## src/crc8sr_pkg.sv

```systemverilog
// Shared types, constants and the CRC-8 byte update for the status frame receiver.
`timescale 1ns / 1ps
`default_nettype none

package crc8sr_pkg;

    localparam int FRAME_BYTES = 20;
    localparam int PAYLOAD_LEN = FRAME_BYTES - 3;
    localparam int POS_W       = 5;
    localparam int CFG_IDX_W   = 8;

    localparam logic [7:0] CRC_INIT = 8'h00;
    localparam logic [7:0] CRC_POLY = 8'h07;
    localparam logic [7:0] CRC_MSB  = 8'h80;

    localparam logic [7:0] START_MARKER_RST = 8'hAA;
    localparam logic [7:0] STATUS_KIND_RST  = 8'h02;

    localparam logic [CFG_IDX_W-1:0] CFG_START_MARKER = 8'd0;
    localparam logic [CFG_IDX_W-1:0] CFG_STATUS_KIND  = 8'd1;

    typedef enum logic [1:0] {
        PH_START   = 2'd0,
        PH_TYPE    = 2'd1,
        PH_PAYLOAD = 2'd2,
        PH_CRC     = 2'd3
    } t_phase;

    // Frame end event from the parser to the status block.
    typedef struct packed {
        logic        done;
        logic        ok;
        logic [31:0] front_left;
        logic [31:0] front_right;
        logic [31:0] rear_left;
        logic [31:0] rear_right;
        logic [7:0]  flags;
    } t_frame_evt;

    // CRC-8, poly 0x07, MSB first, one byte.
    function automatic logic [7:0] crc8_byte(input logic [7:0] crc, input logic [7:0] b);
        logic [7:0] c;
        c = crc ^ b;
        for (int k = 0; k < 8; k++) begin
            if ((c & CRC_MSB) != 8'h00) begin
                c = {c[6:0], 1'b0} ^ CRC_POLY;
            end else begin
                c = {c[6:0], 1'b0};
            end
        end
        return c;
    endfunction

endpackage

`default_nettype wire

```

## src/crc8_status_frame_receiver_core.sv

```systemverilog
// Top level of the CRC-8 status frame receiver.
`timescale 1ns / 1ps
`default_nettype none

// Takes one received serial byte per transfer and hunts for a 20-byte status
// frame: start marker, type byte, four little-endian 32-bit angle words
// (front-left, front-right, rear-left, rear-right), a flags byte and a CRC-8
// byte (poly 0x07, init 0x00, MSB first, over bytes 0..18). A type byte that
// does not match sends the parser back to hunting, and that byte is not
// retried as a start marker. Each CRC byte yields exactly one result
// transfer: frame_ok plus the held status, which a good frame updates and a
// bad frame leaves alone, and the wrapping good/bad frame counters.
// Rate: one byte per clock. Bytes are taken every cycle; only a CRC byte
// waits, and only while the previous result is still held and not being
// taken, since the result register is the single output slot. The result
// is registered and appears in the cycle after its CRC byte is transferred.
// The start marker (index 0, reset 0xAA) and the status type code (index 1,
// reset 0x02) are written through the configuration channel, which is always
// ready; writes to other indexes are ignored.

module crc8_status_frame_receiver_core (
    input  wire logic                              i_clk,
    input  wire logic                              i_rst_n,
    // configuration write channel
    input  wire logic                              i_cfg_valid,
    output logic                                   o_cfg_ready,
    input  wire logic [crc8sr_pkg::CFG_IDX_W-1:0]  i_cfg_index,
    input  wire logic [7:0]                        i_cfg_data,
    // byte input channel
    input  wire logic                              i_valid,
    output logic                                   o_ready,
    input  wire logic [7:0]                        i_rx_byte,
    // result channel
    output logic                                   o_valid,
    input  wire logic                              i_ready,
    output logic                                   o_frame_ok,
    output logic [31:0]                            o_front_left_word,
    output logic [31:0]                            o_front_right_word,
    output logic [31:0]                            o_rear_left_word,
    output logic [31:0]                            o_rear_right_word,
    output logic [7:0]                             o_status_flags,
    output logic [31:0]                            o_good_frames,
    output logic [31:0]                            o_bad_frames
);
    import crc8sr_pkg::*;

    logic [7:0] r_start_marker;
    logic [7:0] r_status_kind;
    logic       in_accept;
    logic       at_crc;
    t_frame_evt evt;

    assign o_cfg_ready = 1'b1;

    always_ff @(posedge i_clk) begin
        if (!i_rst_n) begin
            r_start_marker <= START_MARKER_RST;
            r_status_kind  <= STATUS_KIND_RST;
        end else if (i_cfg_valid) begin
            case (i_cfg_index)
                CFG_START_MARKER: r_start_marker <= i_cfg_data;
                CFG_STATUS_KIND:  r_status_kind  <= i_cfg_data;
                default: begin
                end
            endcase
        end
    end

    // Only the CRC byte needs the result slot; held values stay put until
    // the slot is drained, so they drive the result ports directly.
    assign o_ready   = !at_crc || !o_valid || i_ready;
    assign in_accept = i_valid && o_ready;

    crc8sr_parser u_parser (
        .i_clk          (i_clk),
        .i_rst_n        (i_rst_n),
        .i_accept       (in_accept),
        .i_rx_byte      (i_rx_byte),
        .i_start_marker (r_start_marker),
        .i_status_kind  (r_status_kind),
        .o_at_crc       (at_crc),
        .o_evt          (evt)
    );

    crc8sr_status u_status (
        .i_clk              (i_clk),
        .i_rst_n            (i_rst_n),
        .i_evt              (evt),
        .i_ready            (i_ready),
        .o_valid            (o_valid),
        .o_frame_ok         (o_frame_ok),
        .o_front_left_word  (o_front_left_word),
        .o_front_right_word (o_front_right_word),
        .o_rear_left_word   (o_rear_left_word),
        .o_rear_right_word  (o_rear_right_word),
        .o_status_flags     (o_status_flags),
        .o_good_frames      (o_good_frames),
        .o_bad_frames       (o_bad_frames)
    );

endmodule

`default_nettype wire

```

## src/crc8sr_parser.sv

```systemverilog
// Frame parser: phase machine, running CRC and payload shift line.
`timescale 1ns / 1ps
`default_nettype none

module crc8sr_parser (
    input  wire logic                 i_clk,
    input  wire logic                 i_rst_n,
    input  wire logic                 i_accept,
    input  wire logic [7:0]           i_rx_byte,
    input  wire logic [7:0]           i_start_marker,
    input  wire logic [7:0]           i_status_kind,
    output logic                      o_at_crc,
    output crc8sr_pkg::t_frame_evt    o_evt
);
    import crc8sr_pkg::*;

    localparam logic [POS_W-1:0] POS_FIRST = POS_W'(2);
    localparam logic [POS_W-1:0] POS_LAST  = POS_W'(FRAME_BYTES - 2);

    t_phase           r_phase, n_phase;
    logic [POS_W-1:0] r_pos, n_pos;
    logic [7:0]       r_crc, n_crc;
    logic             n_shift;
    logic [7:0]       r_pay [PAYLOAD_LEN];

    always_ff @(posedge i_clk) begin
        if (!i_rst_n) begin
            r_phase <= PH_START;
            r_pos   <= '0;
            r_crc   <= CRC_INIT;
        end else begin
            r_phase <= n_phase;
            r_pos   <= n_pos;
            r_crc   <= n_crc;
        end
    end

    // Payload bytes shift in at the top; byte j of the payload lands at r_pay[j].
    always_ff @(posedge i_clk) begin
        if (n_shift) begin
            for (int i = 0; i < PAYLOAD_LEN - 1; i++) begin
                r_pay[i] <= r_pay[i+1];
            end
            r_pay[PAYLOAD_LEN-1] <= i_rx_byte;
        end
    end

    always_comb begin
        n_phase = r_phase;
        n_pos   = r_pos;
        n_crc   = r_crc;
        n_shift = 1'b0;
        o_evt   = '0;
        o_evt.front_left  = {r_pay[3],  r_pay[2],  r_pay[1],  r_pay[0]};
        o_evt.front_right = {r_pay[7],  r_pay[6],  r_pay[5],  r_pay[4]};
        o_evt.rear_left   = {r_pay[11], r_pay[10], r_pay[9],  r_pay[8]};
        o_evt.rear_right  = {r_pay[15], r_pay[14], r_pay[13], r_pay[12]};
        o_evt.flags       = r_pay[PAYLOAD_LEN-1];
        if (i_accept) begin
            case (r_phase)
                PH_START: begin
                    if (i_rx_byte == i_start_marker) begin
                        n_crc   = crc8_byte(CRC_INIT, i_rx_byte);
                        n_phase = PH_TYPE;
                    end
                end
                PH_TYPE: begin
                    // a wrong type byte is dropped, not retried as a start byte
                    if (i_rx_byte == i_status_kind) begin
                        n_crc   = crc8_byte(r_crc, i_rx_byte);
                        n_pos   = POS_FIRST;
                        n_phase = PH_PAYLOAD;
                    end else begin
                        n_phase = PH_START;
                    end
                end
                PH_PAYLOAD: begin
                    n_shift = 1'b1;
                    n_crc   = crc8_byte(r_crc, i_rx_byte);
                    n_pos   = r_pos + POS_W'(1);
                    if (r_pos == POS_LAST) begin
                        n_phase = PH_CRC;
                    end
                end
                PH_CRC: begin
                    o_evt.done = 1'b1;
                    o_evt.ok   = (i_rx_byte == r_crc);
                    n_pos      = '0;
                    n_phase    = PH_START;
                end
                default: begin
                    n_phase = PH_START;
                end
            endcase
        end
    end

    assign o_at_crc = (r_phase == PH_CRC);

endmodule

`default_nettype wire

```

## src/crc8sr_status.sv

```systemverilog
// Held status, frame counters and result valid register.
`timescale 1ns / 1ps
`default_nettype none

module crc8sr_status (
    input  wire logic                 i_clk,
    input  wire logic                 i_rst_n,
    input  wire crc8sr_pkg::t_frame_evt i_evt,
    input  wire logic                 i_ready,
    output logic                      o_valid,
    output logic                      o_frame_ok,
    output logic [31:0]               o_front_left_word,
    output logic [31:0]               o_front_right_word,
    output logic [31:0]               o_rear_left_word,
    output logic [31:0]               o_rear_right_word,
    output logic [7:0]                o_status_flags,
    output logic [31:0]               o_good_frames,
    output logic [31:0]               o_bad_frames
);
    import crc8sr_pkg::*;

    logic        r_valid;
    logic        r_ok;
    logic [31:0] r_fl, r_fr, r_rl, r_rr;
    logic [7:0]  r_flags;
    logic [31:0] r_good, r_bad;

    always_ff @(posedge i_clk) begin
        if (!i_rst_n) begin
            r_valid <= 1'b0;
            r_ok    <= 1'b0;
            r_fl    <= '0;
            r_fr    <= '0;
            r_rl    <= '0;
            r_rr    <= '0;
            r_flags <= '0;
            r_good  <= '0;
            r_bad   <= '0;
        end else begin
            if (i_evt.done) begin
                r_valid <= 1'b1;
                r_ok    <= i_evt.ok;
                if (i_evt.ok) begin
                    r_fl    <= i_evt.front_left;
                    r_fr    <= i_evt.front_right;
                    r_rl    <= i_evt.rear_left;
                    r_rr    <= i_evt.rear_right;
                    r_flags <= i_evt.flags;
                    r_good  <= r_good + 32'd1;
                end else begin
                    r_bad   <= r_bad + 32'd1;
                end
            end else if (i_ready) begin
                r_valid <= 1'b0;
            end
        end
    end

    assign o_valid            = r_valid;
    assign o_frame_ok         = r_ok;
    assign o_front_left_word  = r_fl;
    assign o_front_right_word = r_fr;
    assign o_rear_left_word   = r_rl;
    assign o_rear_right_word  = r_rr;
    assign o_status_flags     = r_flags;
    assign o_good_frames      = r_good;
    assign o_bad_frames       = r_bad;

endmodule

`default_nettype wire

```

## config.mk

```make
export PLATFORM = sky130hd
export DESIGN_NAME = crc8_status_frame_receiver_core
export DESIGN_NICKNAME = d
export VERILOG_FILES = /design/src/crc8sr_pkg.sv /design/src/crc8_status_frame_receiver_core.sv /design/src/crc8sr_parser.sv /design/src/crc8sr_status.sv
export SDC_FILE = /design/constraint.sdc
export NUM_CORES = 1
export LEC_CHECK = 0
export ABC_AREA = 1
export BUFFER_PORTS_ARGS = -buffer_cell sky130_fd_sc_hd__buf_2
export CAP_MARGIN = 20
export CORE_MARGIN = 8
export CORE_UTILIZATION = 45
export DETAILED_ROUTE_END_ITERATION = 7
export PLACE_DENSITY = 0.66
export SLEW_MARGIN = 20
export SYNTH_ARGS = -nofsm -noshare
export SYNTH_HDL_FRONTEND = slang
export SYNTH_SLANG_ARGS = --single-unit
```

## constraint.sdc

```tcl
create_clock -name i_clk -period 14.2 [get_ports i_clk]
set_input_delay 2.84 -clock i_clk [delete_from_list [all_inputs] [get_ports i_clk]]
set_output_delay 2.84 -clock i_clk [all_outputs]
set_load 0.01 [all_outputs]
```

Yosys cells after proc, flatten, opt, wreduce, memory -nomap -nowiden
Memory sizes are Yosys's and may differ from the RTL's. A register that Yosys moved wholly into a read port is not among the register bits. Index checks and enable logic that the tools add are counted.

Register bits: 233. RAM bits: 136. Output and inout port bits: 204. Memories kept: 1.

Memories: u_parser.r_pay (words 17, width 8, read ports 17, clocked after memory_dff 1, wr ports 17, line crc8sr_parser.sv:24) `logic [7:0] r_pay [PAYLOAD_LEN];`.

Add/sub/neg operators: 3. Eq/ne operators: 11. Mux-type cells: 96. Bitwise logic cells: 25. Reductions and logical operators: 18.

Operator list (number): 8-bit 2-to-1 mux (58); 3-bit 2-to-1 mux (23); 3-bit inverter (23); 32-bit by 1-bit adder with 32-bit output (second input constant) (2); 8-bit equality test (3); 8-bit case mux with 3 select lines (1); 5-bit case mux with 3 select lines (1); 2-bit 2-to-1 mux (5); 8-bit by 1-bit equality test with 1-bit output (second input constant) (1); 8-bit zero test (1); 2-bit case mux with 4 select lines (1); 2-bit AND reduction (4); 8-bit XOR (1); 1-bit 2-to-1 mux (6); 2-bit by 1-bit != test with 1-bit output (second input constant) (3); 3-bit AND reduction (2); 3-bit nonzero test (2); 5-bit by 1-bit adder with 5-bit output (second input constant) (1); 5-bit equality test (second input constant) (1); 5-bit 2-to-1 mux (1); 2-bit equality test (second input constant) (2); 4-bit AND reduction (1); 1-bit zero test (3); 2-bit by 1-bit equality test with 1-bit output (second input constant) (1); other kinds (5) (6).

Longest topological paths before layout
Gate-level depths: netlist (run 1).

Depth after elaboration: 40. Depth in mapped cells: 15.

Cells and area by module
Synthesis (run 1) repeated with hierarchy kept, for this count alone.

Cell total of the unflattened synthesis: 1682. Area, all modules: 14828.0 µm².

Modules (own cells, without submodules): crc8sr_status (times used 1, cells each 1145, area an instance 8196.6 µm²); crc8sr_parser (times used 1, cells each 431, area an instance 5905.7 µm²); crc8_status_frame_receiver_core (times used 1, cells each 106, area an instance 725.7 µm²).

Worst setup path before layout (run 1)
No wires, ideal clock.

Path type: in2reg. From: input port i_valid. To: memory u_parser.r_pay[0][0], enable pin. Setup time: 0.633 ns. Arrival: 8.789 ns. Path slack: 4.779 ns. Stages on the path: 4. Cell sequence: inv_1 > a31oi_1 > inv_1 > nor2_1.

RTL lines: from (decl) (line crc8_status_frame_receiver_core.sv:30) `input wire logic i_valid,`; to (decl) (line crc8sr_parser.sv:24).

Final worst setup path (run 1)
From: input port i_ready. To: output port o_ready.

Longest elaborated chain between the ends: 1.

Ends and longest elaborated chain: from (decl) (line crc8_status_frame_receiver_core.sv:35) `input wire logic i_ready,`; 1-bit logical OR (line crc8_status_frame_receiver_core.sv:71) `assign o_ready = !at_crc || !o_valid || i_ready;`; to (decl) (line crc8_status_frame_receiver_core.sv:31) `output logic o_ready,`.

No other way between the ends.

==> impl_metrics.tcl, run 1 <==
set metrics [dict create \
    status "finished clean" \
    ys_seq_area_share_pct 58.84 \
    gp_congestion 0.9104 \
    ys_dominant_reg_cell "dfxtp_1" \
    async_reset_ff_share_pct 0 \
    antenna_found_initial 0 \
    crit_type "in2out" \
    cap_viol_max_count 0 \
    setup_viol 0 \
    rsz0062_at_grt "no" \
    syn-instance-count 1741 \
    crit_path_end_kind "output pin" \
    cts_setup_buffers 0 \
    pin_count 233 \
    nNetsFinal 1985 \
    hold_viol 0 \
    layout_commonest_cell "nor2_1" \
    cp-start-kind "primary input" \
    grt_util_met1_pct 24.54 \
    start_util_pct 45.70 \
    startpoint "i_ready" \
    die_y_um 197.8 \
    fmax_mhz 162.7 \
    grt_pass1_wl_um 60060 \
    clk_latency_ps 530 \
    ir_drop_uv 90.64 \
    hpwl_um 25970 \
    syn_area_per_cell_sq_um 8.540 \
    met3_usage_pct 3.379 \
    synth_nets 1781 \
    layout_common_cells "394 x nor2_1, 377 x nand2_1, 233 x dfxtp_1, 230 x buf_2, 150 x o21ai_0" \
    slew_violations 0 \
    clk_pin_slew_ps 60 \
    met2_usage_pct 31.36 \
    fill_cells 3106 \
    drt_wl_total_um 38080 \
    cts_tree "done" \
    leakage_uw 0.007526 \
    grt_pass1_vias 11390 \
    critPathArrivalTime_ps 3310 \
    yosysTopAreaCell "dfxtp_1" \
    portBuffers 231 \
    tns_ps 0 \
    cts_root_buf "clkbuf_16" \
    die_area_sq_um 39110 \
    grt.overflow.total 0 \
    grt_max_degree 117 \
    cts_sinks 369 \
    drive_gt1_share_pct 15.79 \
    finalPower_uw 2138 \
    syn-cell-area_sq_um 14870 \
    grt_usage_pct 18.68 \
    first_pass_iters 5 \
    h-tree-depth 2 \
    ys_top_cells_by_area "dfxtp_1 31%, edfxtp_1 27%, nor2_1 10%" \
    via_count 12070 \
    synth_top_area_share_pct 31.37 \
    rr_startpoint "u_parser.r_phase[0]" \
    crit_fanout 2 \
    cts_resized 0 \
    register_area_sq_um 8748 \
    tightest_slew_ps 1086 \
    hold_path.startpoint "u_parser.r_pay[12][1]" \
    cts_buffer_depth 3 \
    hold_path.class "reg2reg" \
    drc 0 \
    ys_types 38 \
    cts_inserted_buffers 39 \
    ys_ff_latch 369 \
    slew_headroom_pct 27.60 \
    synth_edf_count 136 \
    antenna_cells 0 \
    clock_skew_ps 20.37 \
    worstPathRequired_ps 11360 \
    core_sq_um 32540 \
    yosysWarningCount 0 \
    dieWidth_um 197.8 \
    p_per_area_nw_per_um2 121.6 \
    timing.final.crit_share_pct 43.28 \
    hold_buffers 0 \
    viasPerCell 4.992 \
    rows 66 \
    wl_per_cell_um 15.75 \
    busiest_layer "met2" \
    antenna_left 0 \
    drt-initial-drc-count 739 \
    min_period_ps 6146 \
    synthToLayoutAreaGrowth_pct 18.22 \
    multi_input_area_sq_um 5371 \
]
-- final cells by class --
cell class              instances  area share, %
repair buffers                240          6.997
inverters                     101          2.171
clock inverters                20          1.239
multi-input cells            1194          30.56
clock buffers                  52          6.115
flip-flops and latches        369          49.77
well taps                     442          3.146
-- final timing paths --
path                                             endpoint  slack (ps)  depth (start not counted)
worst max-delay path                              o_ready        8050                          6
worst max register to register  u_status.o_good_frames[3]       10610                         10
worst min register to register      u_parser.r_pay[11][1]         440                          0
worst min-delay path                u_parser.r_pay[11][1]         440                          0
-- power by group --
part / switching (uW) / internal (uW) / total (uW)
Combinational: 30.0 / 14.6 / 44.6
Sequential: 0.259 / 1090 / 1090
Clock: 411 / 593 / 1000
Total: 441 / 1700 / 2140
-- synthesized netlist by cell type (all sizes together) (13+ instances only) --
master and count:
nand3 54, clkbuf 34, nand2 377, nand3b 13, buf 43, a21oi 67
inv 101, xor2 21, edfxtp 136, xnor2 19, nand4 16, dfxtp 233
nor3 26, nor2 397, o21ai 169
-- state kept, by name, summed over array words and instances (netlist names), named ones only --
signal,count
r_start_marker,8
r_status_kind,8
u_parser.r_crc,8
u_parser.r_pay,136
u_parser.r_phase,1
u_parser.r_pos,5
u_status.o_bad_frames,32
u_status.o_frame_ok,1
u_status.o_front_left_word,32
u_status.o_front_right_word,32
u_status.o_good_frames,32
u_status.o_rear_left_word,32
u_status.o_rear_right_word,32
u_status.o_status_flags,8
u_status.o_valid,1
-- through the flow --
step	util (%)	instances	setup slack, ps	cell area [sq um]	hold WS [ps]
6_report	54.02	2418	8054	17580	443.9
5_1_grt	54.02	2418	7999	17580	452.1
4_1_cts	54.02	2418	8055	17580	446.7
3_5_place_dp	50.05	2346	7914	16280	432.3
3_3_place_gp	50.04	2346	7933	16280	429.2
2_1_floorplan	-	1741	4779	14870	427.2
-- worst max-delay path, cell delays in order --
cell	delay [ps]
buf_2	100
inv_1	60
nand2_1	60
inv_1	70
nand2_1	40
buf_2	140
-- cells by family (layout without fill, tap and decap cells) --
kind of cell	after synthesis	in the layout	synth area share, %
adders and majority gates	11	11	0.9257
muxes	1	1	0.06733
buffers and inverters	178	413	5.083
DFF	369	369	58.84
xor gates and xnor gates	40	40	2.356
AOI/OAI and AO/OA	248	248	8.525
and+or+nand+nor	893	893	24.18
other	1	1	0.02522
-- per-layer routing --
layer	part of all wire [%]	vias up
met5	0	-
met2	47	328
met1	44	5631
met4	2.2	0
met3	6.0	51
li1	-	6061
(Power assumes the default switching activity.)
==> run 2, diff against run 1 <==
Settings changed: ABC_AREA 1 to 0.
Clock period 14.2 ns to 5.9 ns, I/O delays scaled along.
==> run 2 against run 1 <==
Against the previous run:
- critical path depth up 3
- sequential share of layout area up 2.9 points
- critical path type is now in2reg
- synthesized cell count down 23%
- non-clock buffer count down 1
- critical endpoint is now u_status.o_front_right_word[16]
- clock skew down 7.4 ps
==> impl_metrics.tcl, run 2 <==
set metrics [dict create \
    first_pass_iters 5 \
    layout_commonest_cell "nand2_1" \
    ys_types 53 \
    syn-cell-area_sq_um 13920 \
    crit_buf_inv 2 \
    clk_pin_slew_ps 60 \
    finalNonFillerCells 1964 \
    dieWidth_um 191.9 \
    h-tree-depth 2 \
    drc 0 \
    rrSetupSlack_ps 2760 \
    drt-initial-drc-count 721 \
    clk_latency_ps 520 \
    via_count 10360 \
    clock_skew_ps 12.93 \
    die_area_sq_um 36820 \
    gp_congestion 0.8163 \
    wl_per_cell_um 17.02 \
    holdWs_ps 439.4 \
    antenna_left 0 \
    layout_common_cells "311 x nand2_1, 233 x dfxtp_1, 231 x buf_2, 183 x a21oi_1, 136 x edfxtp_1" \
    worstPathRequired_ps 6330 \
    hold_buffers 0 \
    yosysTopAreaCell "dfxtp_1" \
    cts_resized 0 \
    setup_viol 0 \
    p_per_area_nw_per_um2 309.8 \
    hold_path.class "reg2reg" \
    cts_inserted_buffers 39 \
    core_sq_um 30510 \
    ys_dominant_reg_cell "dfxtp_1" \
    cp_cell_sequence "buf_2 -> xnor2_1 -> ha_1 -> and3_1 -> and3_1 -> nand2_4 -> buf_4 -> nand2_1 -> a21oi_1" \
    antenna_found_initial 1 \
    critPathSlowestCell "nand2_4" \
    portBuffers 231 \
    crit_type "in2reg" \
    slew_headroom_pct 29.65 \
    viasPerCell 5.277 \
    ys_seq_area_share_pct 62.85 \
    syn_area_per_cell_sq_um 10.37 \
    grt_max_degree 131 \
    rows 64 \
    grt_pass1_vias 9757 \
    drive_gt1_share_pct 20.23 \
    ir_drop_uv 229.7 \
    nNetsFinal 1577 \
    crit_path_end_kind "flop" \
    placed_cells 1892 \
    fmax_mhz 290.0 \
    leakage_uw 0.006123 \
    hold_viol 0 \
    path_common_cell "and3_1" \
    yosys-top-cells-count "312 x nand2_1, 233 x dfxtp_1, 183 x a21oi_1, 136 x edfxtp_1, 72 x clkbuf_1" \
    async_reset_ff_share_pct 0 \
    synth_nets 1382 \
    cp-start-kind "primary input" \
    synth_edf_count 136 \
    yosysMostFrequentCell "nand2_1" \
    rsz0062_at_grt "no" \
    drt_wl_total_um 33420 \
    grt.overflow.total 0 \
    synthToLayoutAreaGrowth_pct 19.38 \
    critPathArrivalTime_ps 3880 \
    status "finished clean" \
    syn-instance-count 1342 \
    path_depth 9 \
    cts_buffer_depth 3 \
    pin_count 233 \
    cap_viol_max_count 0 \
    yosysWarningCount 0 \
    grt_usage_pct 17.23 \
    cp_top_family "simple AND/OR/NAND/NOR gates" \
    tns_ps 0 \
    cts_setup_buffers 0 \
    timing.final.crit_share_pct 58.44 \
    start_util_pct 45.62 \
    synth_top_area_share_pct 33.51 \
    largest_reg_flops 136 \
    cts_tree "done" \
    hpwl_um 21890 \
    cp-endpoint "u_status.o_front_right_word[16]" \
    grt_pass1_wl_um 51960 \
    startpoint "i_rx_byte[6]" \
    regMostFlops "u_parser.r_pay" \
    ys_ff_latch 369 \
    reg2reg_to "u_status.o_front_left_word[23]" \
    utilization_pct 54.47 \
    cts_root_buf "clkbuf_16" \
    slowest_delay_ps 680 \
    tightest_slew_ps 1055 \
    min_period_ps 3448 \
    die_y_um 191.9 \
    crit_fanout 81 \
    rr_worst_depth 7 \
    ys_top_cells_by_area "dfxtp_1 34%, edfxtp_1 29%, nand2_1 8.4%" \
    cts_sinks 369 \
    slew_violations 0 \
]
[run 2: changes by cell type in the layout (fill, tap and decap cells not counted), moves of 19 or more]
cell and change:
nand3_1 -21, inv_1 -81, or3_1 +25, o31ai_1 +19, mux2i_1 +21, o21ai_0 -123, a21oi_1 +116, nor2_1 -353
nand2_1 -66, xnor2_1 +22
[run 2: worst min path at each step]
stage                                     start                    end  slack, ps  cells after the start
after floorplan            u_parser.r_pay[1][0]   u_parser.r_pay[0][0]        430                      0
after global placement     u_parser.r_pay[2][5]   u_parser.r_pay[1][5]        430                      0
after detailed placement   u_parser.r_pay[1][6]   u_parser.r_pay[0][6]        430                      0
after CTS                  u_parser.r_pay[8][0]   u_parser.r_pay[7][0]        440                      0
after global routing      u_parser.r_pay[13][2]  u_parser.r_pay[12][2]        450                      0
final                      u_parser.r_pay[8][0]   u_parser.r_pay[7][0]        440                      0
[run 2: logic make-up (layout without fill, tap and decap cells)]
kind of cell / after synthesis / count (layout) / share of synthesized area [%]
compound gates: 252 / 252 / 9.825
xor+xnor: 67 / 67 / 4.836
fa+ha+maj: 11 / 11 / 0.9887
buf+inv: 104 / 329 / 2.912
flops: 369 / 369 / 62.85
mux: 23 / 23 / 1.663
other cells: 1 / 2 / 0.02694
simple gates: 515 / 515 / 16.90
[run 2: metrics by stage]
step	power [uW]	setup WS [ps]	area, sq um
global route	5324	2314	16620
detailed placement	2774	1916	15330
floorplan	2746	824.2	13920
CTS	5207	2438	16610
finish	5147	2452	16620
global placement	2772	1985	15330
[run 2: cell type report]
type                       instances  area (sq um)
multi-input combinational        869          4786
antenna                            1         2.502
clock buffer                      51          1081
inverter                          19         76.32
sequential                       369          8748
clock inverter                    20         198.9
timing repair buffer             239          1229
tap                              396         495.5
fill                            2702         13890
[run 2: power by group]
group / internal [uW] / leakage [uW] / total [uW] / switching, uW
Clock: 1430 / 0.000640 / 2430 / 996
Sequential: 2620 / 0.00310 / 2620 / 0.786
Combinational: 33.6 / 0.00239 / 96.8 / 63.2
Total: 4090 / 0.00612 / 5150 / 1060
[run 2: routing by layer]
layer,GRT usage (%),up-vias,part of all wire (%),routed length (um)
li1,-,5061,-,-
met1,22.52,4965,44,14540
met5,0,-,0,0
met4,5.269,0,2.1,712
met2,28.40,284,48,16100
met3,3.577,54,6.2,2059
[run 2: worst register-to-register path, cell delays in order (launching register included)]
cell     delay, ps
dfxtp_1        390
ha_1           310
nand2_2        140
nor2_1         640
nand2_4        690
buf_4          580
nand2_1        180
a21oi_1         70
